**src/hdl/acache_pkg.sv**
```systemverilog
// Shared types and constants for the ARP cache engine.
// No dependencies; imported by the engine top level, both checkers and the bench top.
package acache_pkg;

    // Result status codes
    localparam logic [2:0] ST_DROPPED     = 3'd0;
    localparam logic [2:0] ST_LEARNED     = 3'd1;
    localparam logic [2:0] ST_LEARN_REPLY = 3'd2;
    localparam logic [2:0] ST_BROADCAST   = 3'd3;
    localparam logic [2:0] ST_HIT         = 3'd4;
    localparam logic [2:0] ST_MISS        = 3'd5;

    // Request modes
    localparam logic MODE_RX_HEADER = 1'b0;
    localparam logic MODE_RESOLVE   = 1'b1;

    // Configuration register indexes
    localparam logic REG_OWN_IP  = 1'b0;
    localparam logic REG_NETMASK = 1'b1;

    // ARP header constants
    localparam logic [15:0] HTYPE_ETH  = 16'h0001;
    localparam logic [15:0] PTYPE_IPV4 = 16'h0800;
    localparam logic [15:0] OP_REQUEST = 16'h0001;

    localparam int IP_W    = 32;
    localparam int MAC_W   = 48;
    localparam int ENTRY_W = IP_W + MAC_W;

    localparam logic [IP_W-1:0]  IP_ALL_ONES  = 32'hFFFF_FFFF;
    localparam logic [MAC_W-1:0] MAC_ALL_ONES = 48'hFFFF_FFFF_FFFF;

    typedef enum logic [2:0] {
        S_IDLE = 3'b001,
        S_SCAN = 3'b010,
        S_DONE = 3'b100
    } state_t;

endpackage

```
**src/hdl/acache_ram.sv**
```systemverilog
// Generic single-write, single-read synchronous RAM with registered read data.
// No dependencies.
module acache_ram #(
    parameter int WIDTH = 80,
    parameter int DEPTH = 32
) (
    input  logic                     clk,
    input  logic                     wr_en,
    input  logic [$clog2(DEPTH)-1:0] wr_addr,
    input  logic [WIDTH-1:0]         wr_data,
    input  logic                     rd_en,
    input  logic [$clog2(DEPTH)-1:0] rd_addr,
    output logic [WIDTH-1:0]         rd_data
);

    logic [WIDTH-1:0] mem [DEPTH];

    always_ff @(posedge clk)
    begin
        if (wr_en)
        begin
            mem[wr_addr] <= wr_data;
        end
        if (rd_en)
        begin
            rd_data <= mem[rd_addr];
        end
    end

endmodule

```
**src/hdl/arp_cache_engine_unit.sv**
```systemverilog
// ARP cache engine top level: IPv4-to-MAC binding table with sequential lookup.
// Depends on acache_pkg and acache_ram.
//
// Usage:
//   Request channel (req_valid / req_stall): mode 0 carries a received ARP header
//   to learn from, mode 1 carries an IP to resolve. Response channel
//   (rsp_valid / rsp_stall) returns exactly one result per request.
//   Config channel (cfg_valid / cfg_ready, always ready) writes own_ip (index 0)
//   and netmask (index 1); the user must write it only while idle (unenforced).
// Lookup:
//   Bindings sit in one RAM with registered read data; a lookup reads one
//   entry per cycle, in order, until the first match or the fill count.
//   An accepted request goes to a scan state, then to a final state that loads
//   the output register; a drop or broadcast answer skips the scan. The table
//   holds 32 entries by default. One request is in flight at a time;
//   req_stall is high while it is processed.
// Reset:
//   The fill count goes to zero, so every entry reads as invalid at once; no
//   clearing pass is needed. State goes to idle; control and config regs to zero.
// Stall:
//   The result register holds while rsp_stall is high; the next request may
//   be accepted and scanned meanwhile and waits in its final state to issue.
module arp_cache_engine_unit #(
    parameter int TABLE_ENTRIES = 32
) (
    input  logic        clk,
    input  logic        rst_n,
    // configuration
    input  logic        cfg_valid,
    output logic        cfg_ready,
    input  logic        cfg_index,
    input  logic [31:0] cfg_data,
    // request
    input  logic        req_valid,
    output logic        req_stall,
    input  logic        mode,
    input  logic        header_complete,
    input  logic [15:0] hw_type,
    input  logic [15:0] proto_type,
    input  logic [15:0] operation,
    input  logic [31:0] ip_address,
    input  logic [47:0] sender_mac,
    input  logic [31:0] target_addr,
    // response
    output logic        rsp_valid,
    input  logic        rsp_stall,
    output logic [2:0]  status,
    output logic [47:0] result_mac,
    output logic [31:0] result_ip
);
    import acache_pkg::*;

    localparam int AW = $clog2(TABLE_ENTRIES);
    localparam int CW = $clog2(TABLE_ENTRIES + 1);
    localparam logic [CW-1:0] FULL_COUNT = CW'(TABLE_ENTRIES);

    state_t state_reg, state_next;

    logic [IP_W-1:0] own_ip_reg, netmask_reg;
    logic [CW-1:0]   count_reg, count_next;
    logic [CW-1:0]   scan_idx_reg, scan_idx_next;
    logic            rd_vld_reg, rd_vld_next;
    logic [AW-1:0]   rd_idx_reg;
    logic            rsp_valid_reg, rsp_valid_next;

    // held request
    logic              hold_mode_reg;
    logic [IP_W-1:0]   hold_ip_reg;
    logic [MAC_W-1:0]  hold_mac_reg;
    logic              hold_reply_reg;

    // pending result and output register
    logic [2:0]        res_status_reg, res_status_next;
    logic [MAC_W-1:0]  res_mac_reg, res_mac_next;
    logic [IP_W-1:0]   res_ip_reg, res_ip_next;
    logic [2:0]        out_status_reg;
    logic [MAC_W-1:0]  out_mac_reg;
    logic [IP_W-1:0]   out_ip_reg;

    logic               accept, hdr_ok, is_bcast, load_out;
    logic               issue, match, scan_end;
    logic               ram_wr_en;
    logic [AW-1:0]      ram_wr_addr;
    logic [ENTRY_W-1:0] ram_rd_data;
    logic [IP_W-1:0]    bcast_ip;

    assign cfg_ready = 1'b1;
    assign req_stall = (state_reg != S_IDLE);
    assign accept    = req_valid && !req_stall;

    assign hdr_ok   = header_complete && (hw_type == HTYPE_ETH) && (proto_type == PTYPE_IPV4);
    assign bcast_ip = own_ip_reg | ~netmask_reg;
    assign is_bcast = (ip_address == IP_ALL_ONES) || (ip_address == bcast_ip);

    assign issue    = (state_reg == S_SCAN) && (scan_idx_reg != count_reg) && !match;
    assign match    = rd_vld_reg && (ram_rd_data[ENTRY_W-1:MAC_W] == hold_ip_reg);
    assign scan_end = (state_reg == S_SCAN) && (match || (scan_idx_reg == count_reg));

    // learn: update the matching entry, else fill the next free slot, else entry 0
    assign ram_wr_en = scan_end && (hold_mode_reg == MODE_RX_HEADER);
    always_comb
    begin
        if (match)
        begin
            ram_wr_addr = rd_idx_reg;
        end
        else if (count_reg != FULL_COUNT)
        begin
            ram_wr_addr = count_reg[AW-1:0];
        end
        else
        begin
            ram_wr_addr = '0;
        end
    end

    acache_ram #(
        .WIDTH(ENTRY_W),
        .DEPTH(TABLE_ENTRIES)
    ) u_entry_ram (
        .clk    (clk),
        .wr_en  (ram_wr_en),
        .wr_addr(ram_wr_addr),
        .wr_data({hold_ip_reg, hold_mac_reg}),
        .rd_en  (issue),
        .rd_addr(scan_idx_reg[AW-1:0]),
        .rd_data(ram_rd_data)
    );

    assign load_out = (state_reg == S_DONE) && (!rsp_valid_reg || !rsp_stall);

    always_comb
    begin
        state_next      = state_reg;
        count_next      = count_reg;
        scan_idx_next   = scan_idx_reg;
        rd_vld_next     = issue;
        rsp_valid_next  = rsp_valid_reg && rsp_stall;
        res_status_next = res_status_reg;
        res_mac_next    = res_mac_reg;
        res_ip_next     = res_ip_reg;

        if (issue)
        begin
            scan_idx_next = scan_idx_reg + 1'b1;
        end
        if (load_out)
        begin
            rsp_valid_next = 1'b1;
        end

        unique case (state_reg)
            S_IDLE:
            begin
                if (accept)
                begin
                    scan_idx_next = '0;
                    res_ip_next   = ip_address;
                    res_mac_next  = '0;
                    if (mode == MODE_RX_HEADER && !hdr_ok)
                    begin
                        res_status_next = ST_DROPPED;
                        res_ip_next     = '0;
                        state_next      = S_DONE;
                    end
                    else if (mode == MODE_RESOLVE && is_bcast)
                    begin
                        res_status_next = ST_BROADCAST;
                        res_mac_next    = MAC_ALL_ONES;
                        state_next      = S_DONE;
                    end
                    else
                    begin
                        state_next = S_SCAN;
                    end
                end
            end
            S_SCAN:
            begin
                if (scan_end)
                begin
                    state_next = S_DONE;
                    if (hold_mode_reg == MODE_RX_HEADER)
                    begin
                        if (!match && count_reg != FULL_COUNT)
                        begin
                            count_next = count_reg + 1'b1;
                        end
                        res_status_next = hold_reply_reg ? ST_LEARN_REPLY : ST_LEARNED;
                        res_mac_next    = hold_reply_reg ? hold_mac_reg : '0;
                    end
                    else
                    begin
                        res_status_next = match ? ST_HIT : ST_MISS;
                        res_mac_next    = match ? ram_rd_data[MAC_W-1:0] : '0;
                    end
                end
            end
            S_DONE:
            begin
                if (load_out)
                begin
                    state_next = S_IDLE;
                end
            end
            default:
            begin
                state_next = S_IDLE;
            end
        endcase
    end

    always_ff @(posedge clk or negedge rst_n)
    begin
        if (!rst_n)
        begin
            state_reg     <= S_IDLE;
            own_ip_reg    <= '0;
            netmask_reg   <= '0;
            count_reg     <= '0;
            scan_idx_reg  <= '0;
            rd_vld_reg    <= 1'b0;
            rsp_valid_reg <= 1'b0;
        end
        else
        begin
            state_reg     <= state_next;
            count_reg     <= count_next;
            scan_idx_reg  <= scan_idx_next;
            rd_vld_reg    <= rd_vld_next;
            rsp_valid_reg <= rsp_valid_next;
            if (cfg_valid && cfg_ready)
            begin
                unique case (cfg_index)
                    REG_OWN_IP:  own_ip_reg  <= cfg_data;
                    REG_NETMASK: netmask_reg <= cfg_data;
                endcase
            end
        end
    end

    // payload registers
    always_ff @(posedge clk)
    begin
        if (accept)
        begin
            hold_mode_reg  <= mode;
            hold_ip_reg    <= ip_address;
            hold_mac_reg   <= sender_mac;
            hold_reply_reg <= (operation == OP_REQUEST) && (target_addr == own_ip_reg);
        end
        if (issue)
        begin
            rd_idx_reg <= scan_idx_reg[AW-1:0];
        end
        res_status_reg <= res_status_next;
        res_mac_reg    <= res_mac_next;
        res_ip_reg     <= res_ip_next;
        if (load_out)
        begin
            out_status_reg <= res_status_reg;
            out_mac_reg    <= res_mac_reg;
            out_ip_reg     <= res_ip_reg;
        end
    end

    assign rsp_valid  = rsp_valid_reg;
    assign status     = out_status_reg;
    assign result_mac = out_mac_reg;
    assign result_ip  = out_ip_reg;

endmodule

```
**config.mk**
```make
export PLATFORM = sky130hd
export DESIGN_NAME = arp_cache_engine_unit
export DESIGN_NICKNAME = d
export VERILOG_FILES = /design/src/hdl/acache_pkg.sv /design/src/hdl/acache_ram.sv /design/src/hdl/arp_cache_engine_unit.sv
export SDC_FILE = /design/constraint.sdc
export NUM_CORES = 2
export LEC_CHECK = 0
export BUFFER_PORTS_ARGS = -buffer_cell sky130_fd_sc_hd__buf_2
export CAP_MARGIN = 40
export CORE_MARGIN = 3
export CORE_UTILIZATION = 67
export CTS_CLUSTER_SIZE = 12
export DETAILED_ROUTE_END_ITERATION = 16
export PLACE_DENSITY = 0.82
export SYNTH_ARGS = -nofsm -noshare
export SYNTH_HDL_FRONTEND = slang
export SYNTH_SLANG_ARGS = --single-unit
export TNS_END_PERCENT = 30
```
**constraint.sdc**
```tcl
create_clock -name clk -period 13.7 [get_ports clk]
set_input_delay 2.74 -clock clk [delete_from_list [all_inputs] [get_ports clk]]
set_output_delay 2.74 -clock clk [all_outputs]
set_load 0.03 [all_outputs]
```
# Word-level counts from Yosys, hierarchy flattened
# Memories as Yosys holds them, arrays and structs flattened. A register that Yosys moved wholly into a read port is not among the register bits.
# Cells that the tools add are included.
dict set report word_totals {
  regBits 334
  ram_bits 2560
  mem_count 1
}
dict set report classes {
  add_sub_neg 2
  eq_ne 18
  mux 30
  bitwise 5
  n_reduce_logical 30
}
# memory words word_bits rd rd_ports_with_merged_regs write_ports line_no
set memory_table {}
lappend memory_table {u_entry_ram.mem 32 80 1 1 1 acache_ram.sv:16} ;# logic [WIDTH-1:0] mem [DEPTH];
# op count
set ops {}
lappend ops {{two-way mux 48 bit} 7}
lappend ops {{equality test 32 bit} 3}
lappend ops {{one-hot mux 48 bit (2 select lines)} 1}
lappend ops {{equality test 16 x 1 -> 1 bit, second input constant} 2}
lappend ops {{equality test 32 bit, second input constant} 1}
lappend ops {{NOT 32 bit} 1}
lappend ops {{bitwise OR 32 bit} 1}
lappend ops {{two-way mux 3 bit} 10}
lappend ops {{two-way mux 6 bit} 3}
lappend ops {{equality test 16 x 12 -> 1 bit, second input constant} 1}
lappend ops {{logical AND 1 bit} 14}
lappend ops {{adder 6 x 1 -> 6 bit, second input constant} 2}
lappend ops {{two-way mux 5 bit} 2}
lappend ops {{one-hot mux 3 bit (3 select lines)} 1}
lappend ops {{AND reduction 4 bit} 2}
lappend ops {{equality test 6 bit} 1}
lappend ops {{inequality test 2 bit, second input constant} 3}
lappend ops {{inequality test 6 bit} 1}
lappend ops {{inequality test 6 bit, second input constant} 1}
lappend ops {{one-hot mux 3 bit (2 select lines)} 1}
lappend ops {{AND reduction 2 bit} 3}
lappend ops {{AND reduction 3 bit} 2}
lappend ops {{logical NOT 1 bit} 5}
lappend ops {{two-way mux 1 bit} 4}
lappend ops {{9 further kinds} 13}

# Longest topological paths before layout
dict set report logic_depth {
  ltp_word 9
  mapped_depth 10
  ltp_nobuf 9
}

# By module
# From an unflattened synthesis, not the netlist that was laid out.
dict set report hier_totals {
  cells_unflattened 5499
  area_unflattened_um2 113062.2
}
# mod n_inst cells_each area_per_inst_um2 seq_area_each_um2
set by_module_without_submodules {}
lappend by_module_without_submodules {acache_ram 1 4682 99700.6 79276.0}
lappend by_module_without_submodules {arp_cache_engine_unit 1 817 13361.6 9625.5}

# Least setup slack after synthesis
# Ideal clock, no wire load.
dict set report synth_path {
  kind {in2reg}
  from {in req_valid}
  to {reg res_mac_reg[0] (enable)}
  arrival_ns 7.617
  required_ns 13.247
  slack_ns 5.630
  stages 4
  cell_sequence {nand3_1 > inv_1 > nor2_1 > nor2_1}
}
dict set report synth_between {
  elab_chain_cells 3
}
# element line_no
set synth_lines {}
lappend synth_lines {{start, declared} arp_cache_engine_unit.sv:34} ;# input logic req_valid,
lappend synth_lines {{logical AND 1 bit} arp_cache_engine_unit.sv:89} ;# assign accept = req_valid && !req_stall;
lappend synth_lines {{via accept} arp_cache_engine_unit.sv:80} ;# logic accept, hdr_ok, is_bcast, load_out;
lappend synth_lines {{inequality test 2 bit (no source line)} n/a}
lappend synth_lines {{AND reduction 3 bit (no source line)} n/a}
lappend synth_lines {{end signal, assigned} arp_cache_engine_unit.sv:257} ;# res_mac_reg <= res_mac_next;
lappend synth_lines {{end, declared} arp_cache_engine_unit.sv:74} ;# logic [MAC_W-1:0] res_mac_reg, res_mac_next;
# The timed path passes the listed nets, and every way through them passes these cells.
# A chain may end at the register's enable or synchronous reset.

# Worst setup path in the final report
dict set report layout_path {
  from {reg hold_ip_reg[1]}
  to {mem u_entry_ram.mem[30][76] (enable)}
}
dict set report layout_between {
  elab_chain_cells 7
  elab_cells_between_ends 8
  cone_classes {eq/ne: 1; mux: 3; reduce/logical: 4}
}
# element line_no
set layout_lines {}
lappend layout_lines {{start, declared} arp_cache_engine_unit.sv:68} ;# logic [IP_W-1:0] hold_ip_reg;
lappend layout_lines {{start signal, assigned} arp_cache_engine_unit.sv:248} ;# hold_ip_reg <= ip_address;
lappend layout_lines {{equality test 32 bit *} arp_cache_engine_unit.sv:96} ;# assign match = rd_vld_reg && (ram_rd_data[ENTRY_W-1:MAC_W] == hold_ip_reg);
lappend layout_lines {{logical AND 1 bit *} arp_cache_engine_unit.sv:96}
lappend layout_lines {{logical OR 1 bit} arp_cache_engine_unit.sv:97} ;# assign scan_end = (state_reg == S_SCAN) && (match || (scan_idx_reg == count_reg));
lappend layout_lines {{logical AND 1 bit} arp_cache_engine_unit.sv:97}
lappend layout_lines {{logical AND 1 bit} arp_cache_engine_unit.sv:100} ;# assign ram_wr_en = scan_end && (hold_mode_reg == MODE_RX_HEADER);
lappend layout_lines {{two-way mux 1 bit} acache_ram.sv:20} ;# if (wr_en)
lappend layout_lines {{two-way mux 1 bit (implied by the code)} acache_ram.sv:22} ;# mem[wr_addr] <= wr_data;
lappend layout_lines {{end, declared} acache_ram.sv:16}
# Every way passes the cells marked *; elsewhere a longest branch is shown, timed or not.

==> impl_metrics.tcl <==
set metrics [dict create \
    htree_levels 5 \
    path_class "reg2reg" \
    cts_tree "done" \
    cts_buffer_depth 4 \
    crit_slowest_cell "edfxtp_1" \
    yosys_warnings 0 \
    final_cell_mix "2,893 x edfxtp_1, 800 x mux4_2, 324 x clkbuf_16" \
    path_cells "xnor2_1 -> nand4_1 -> nor4_1 -> nand3_2 -> nor3_1 -> a41oi_1 -> clkbuf_4 -> nor2_4 -> buf_4 -> buf_4" \
    slowest_delay_ns 0.98 \
    p_leak_nw 39.85 \
    grt_pass1_vias 61120 \
    p_per_area_mw_per_mm2 160.6 \
    ys_ff_latch 2974 \
    cp-start-kind "register" \
    layout_commonest_cell "edfxtp_1" \
    cts_buffers 309 \
    reg.largest.list "u_entry_ram.mem: 2560 flops, u_entry_ram.rd_data: 80 flops" \
    core_mm2 0.1661 \
    avgRoutedWirePerCell_um 47.37 \
    yosysTopAreaCell "edfxtp_1" \
    required_ns 14.21 \
    initial_core_util 0.6791 \
    dieArea_mm2 0.1733 \
    grt-ovfl-total 0 \
    finClkSkew_ns 0.08662 \
    syn_area_mm2 0.1128 \
    worst_pin_slew_ns 1.043 \
    min_period_ns 6.639 \
    drt_iter0_drc 11700 \
    ios 286 \
    fillers 7290 \
    drc 0 \
    slew_violations 0 \
    die_y_um 416.3 \
    period_share 0.4846 \
    setup-tns-final_ns 0 \
    synthTopCellsByArea "edfxtp_1 77%, mux4_2 16%, dfrtp_1 1.8%" \
    avgSynthCellArea_um2 24.33 \
    synth_edf_count 2893 \
    drv_cap 0 \
    nNetsFinal 5434 \
    critPathArrivalTime_ns 7.15 \
    syn-num-nets 4840 \
    async_flop_share 0.02724 \
    slew_headroom 0.3044 \
    seq_area_frac_synth 0.7881 \
    clkLatencyLatePin_ns 0.97 \
    regMostFlops "u_entry_ram.mem" \
    synth.distinct_cells 56 \
    path_common_cell "buf_4" \
    postCtsResizedCells 0 \
    grt_start_max_net_pins 145 \
    wirelength_mm 358.0 \
    syn_to_final_growth_pct 13.72 \
    met2_length_mm 171.1 \
    grtUsageTotal 0.3995 \
    clockRootBuffer "clkbuf_16" \
    cpLargestDelayFamily "simple AND/OR/NAND/NOR gates" \
    clock-sinks 2974 \
    dp_hpwl_mm 161.0 \
    worst-path-max-fanout 35 \
    met1_length_mm 105.5 \
    synth.top_cell.area_share 0.7702 \
    port_buffers 284 \
    vias 61280 \
    via_per_inst 8.109 \
    cts_setup_buffers 0 \
    postLayoutCoreUtil 0.7723 \
    drive_above_1_share 0.3451 \
    ys_dominant_reg_cell "edfxtp_1" \
    finalSetupViolCount 0 \
    dr.max_layer_used "met5" \
    place_congestion 0.8831 \
    fp.dieW_um 416.3 \
    largest_reg_flops 2560 \
    synth_cells 4637 \
    max_freq_mhz 150.6 \
    hold_class "reg2reg" \
    cts_hold_buf 0 \
    peakVddDrop_uv 165.6 \
    outcome "complete, no violations" \
    rows 149 \
    hold_violations 0 \
    antenna_found_initial 26 \
    route.met3.wl_mm 49.71 \
    grt_pass1_wl_mm 476.0 \
    rsz0062_at_grt "false" \
    cp_num_buf_inv 3 \
    clk_pin_slew_ns 0.06 \
    ant_nets 0 \
    dr.pass1.iters 11 \
    worst_setup_path_end_kind "register" \
]
[layout make-up]
cell class | count | area [µm²] | share of cell area
multi-input cells | 1429 | 23120 | 0.1802
inverters | 7 | 36.28 | 0.0002829
repair buffers | 510 | 4967 | 0.03872
clock buffers | 390 | 8194 | 0.06388
well taps | 2189 | 2739 | 0.02135
clock inverters | 39 | 252.7 | 0.001970
diodes | 19 | 47.55 | 0.0003706
flip-flops and latches | 2974 | 88920 | 0.6932
[worst register-to-register path, cell delays in order, from the launching register on]
cell      delay [ns]
edfxtp_1        0.98
xnor2_1         0.21
nand4_1         0.29
nor4_1          0.91
nand3_2         0.65
nor3_1          0.39
a41oi_1         0.11
clkbuf_4        0.27
nor2_4          0.72
buf_4           0.80
buf_4           0.85
[per-stage QoR]
| step | worst slack (ns) | total power, mW | std cells | hold WS (ns) | instance area, µm² |
|---|---|---|---|---|---|
| 6_report | 7.061 | 20.60 | 7557 | 0.4204 | 128300 |
| 5_1_grt | 7.086 | 20.97 | 7544 | 0.4259 | 128200 |
| 4_1_cts | 7.012 | 20.36 | 7496 | 0.4151 | 127300 |
| 3_5_place_dp | 7.297 | 12.77 | 7067 | 0.4052 | 118800 |
| 3_3_place_gp | 7.472 | 12.56 | 6994 | 0.4013 | 117100 |
| 2_1_floorplan | 5.630 | 12.03 | 4637 | 0.4003 | 112800 |
[where the power goes]
part | total [mW] | switching (mW) | internal [mW] | leakage (nW)
registers | 10.7 | 0.209 | 10.5 | 27.1
logic | 2.17 | 1.24 | 0.932 | 8.67
clock network | 7.74 | 3.53 | 4.22 | 4.11
total | 20.6 | 4.98 | 15.6 | 39.8
[routing by layer]
metal,track usage,vias up
met5,0,-
met4,0.2470,20
met3,0.1059,2066
met2,0.6353,7452
met1,0.5003,30830
li1,-,20910
[cells in the mapped netlist (all sizes together), types with 2 or more instances]
master / n
and3: 2
clkbuf: 120
o21ai: 3
nor2b: 36
a21oi: 6
o21a: 3
nand4: 25
edfxtp: 2893
mux2: 145
nor2: 47
nor4: 34
or4: 3
nor4b: 8
nor3: 8
ha: 3
a31oi: 3
and4: 2
buf: 107
a21o: 2
mux2i: 2
nand2: 74
inv: 7
a22oi: 47
nand2b: 7
or3: 2
and2: 35
o211ai: 2
xor2: 36
dfrtp: 80
mux4: 800
a41oi: 3
xnor2: 69
nand3: 10
[kinds of logic after synthesis]
logic type | count (synthesis) | synth area share
buffers and inverters | 234 | 0.009406
flip-flops | 2974 | 0.7881
XOR/XNOR | 105 | 0.008153
AND/OR/NAND/NOR | 299 | 0.01425
AO/OA/AOI/OAI | 74 | 0.005302
adder cells (fa/ha/maj) | 3 | 0.0003328
multiplexers | 947 | 0.1744
other | 1 | 0.00003324
[path summary, 6_finish.rpt]
kind                                 start                       to  slack [ns]  depth (start not counted)
hold reg to reg            res_mac_reg[33]           result_mac[33]        0.42                          0
setup reg to reg            hold_ip_reg[1]  u_entry_ram.mem[30][76]        7.06                         10
setup / recovery            hold_ip_reg[1]  u_entry_ram.mem[30][76]        7.06                         10
max in group asynchronous            rst_n           own_ip_reg[17]       10.84                          2
min in group asynchronous            rst_n             count_reg[4]        1.70                          1
hold / removal             res_mac_reg[33]           result_mac[33]        0.42                          0
No activity file was read; power rests on OpenSTA's default activity.
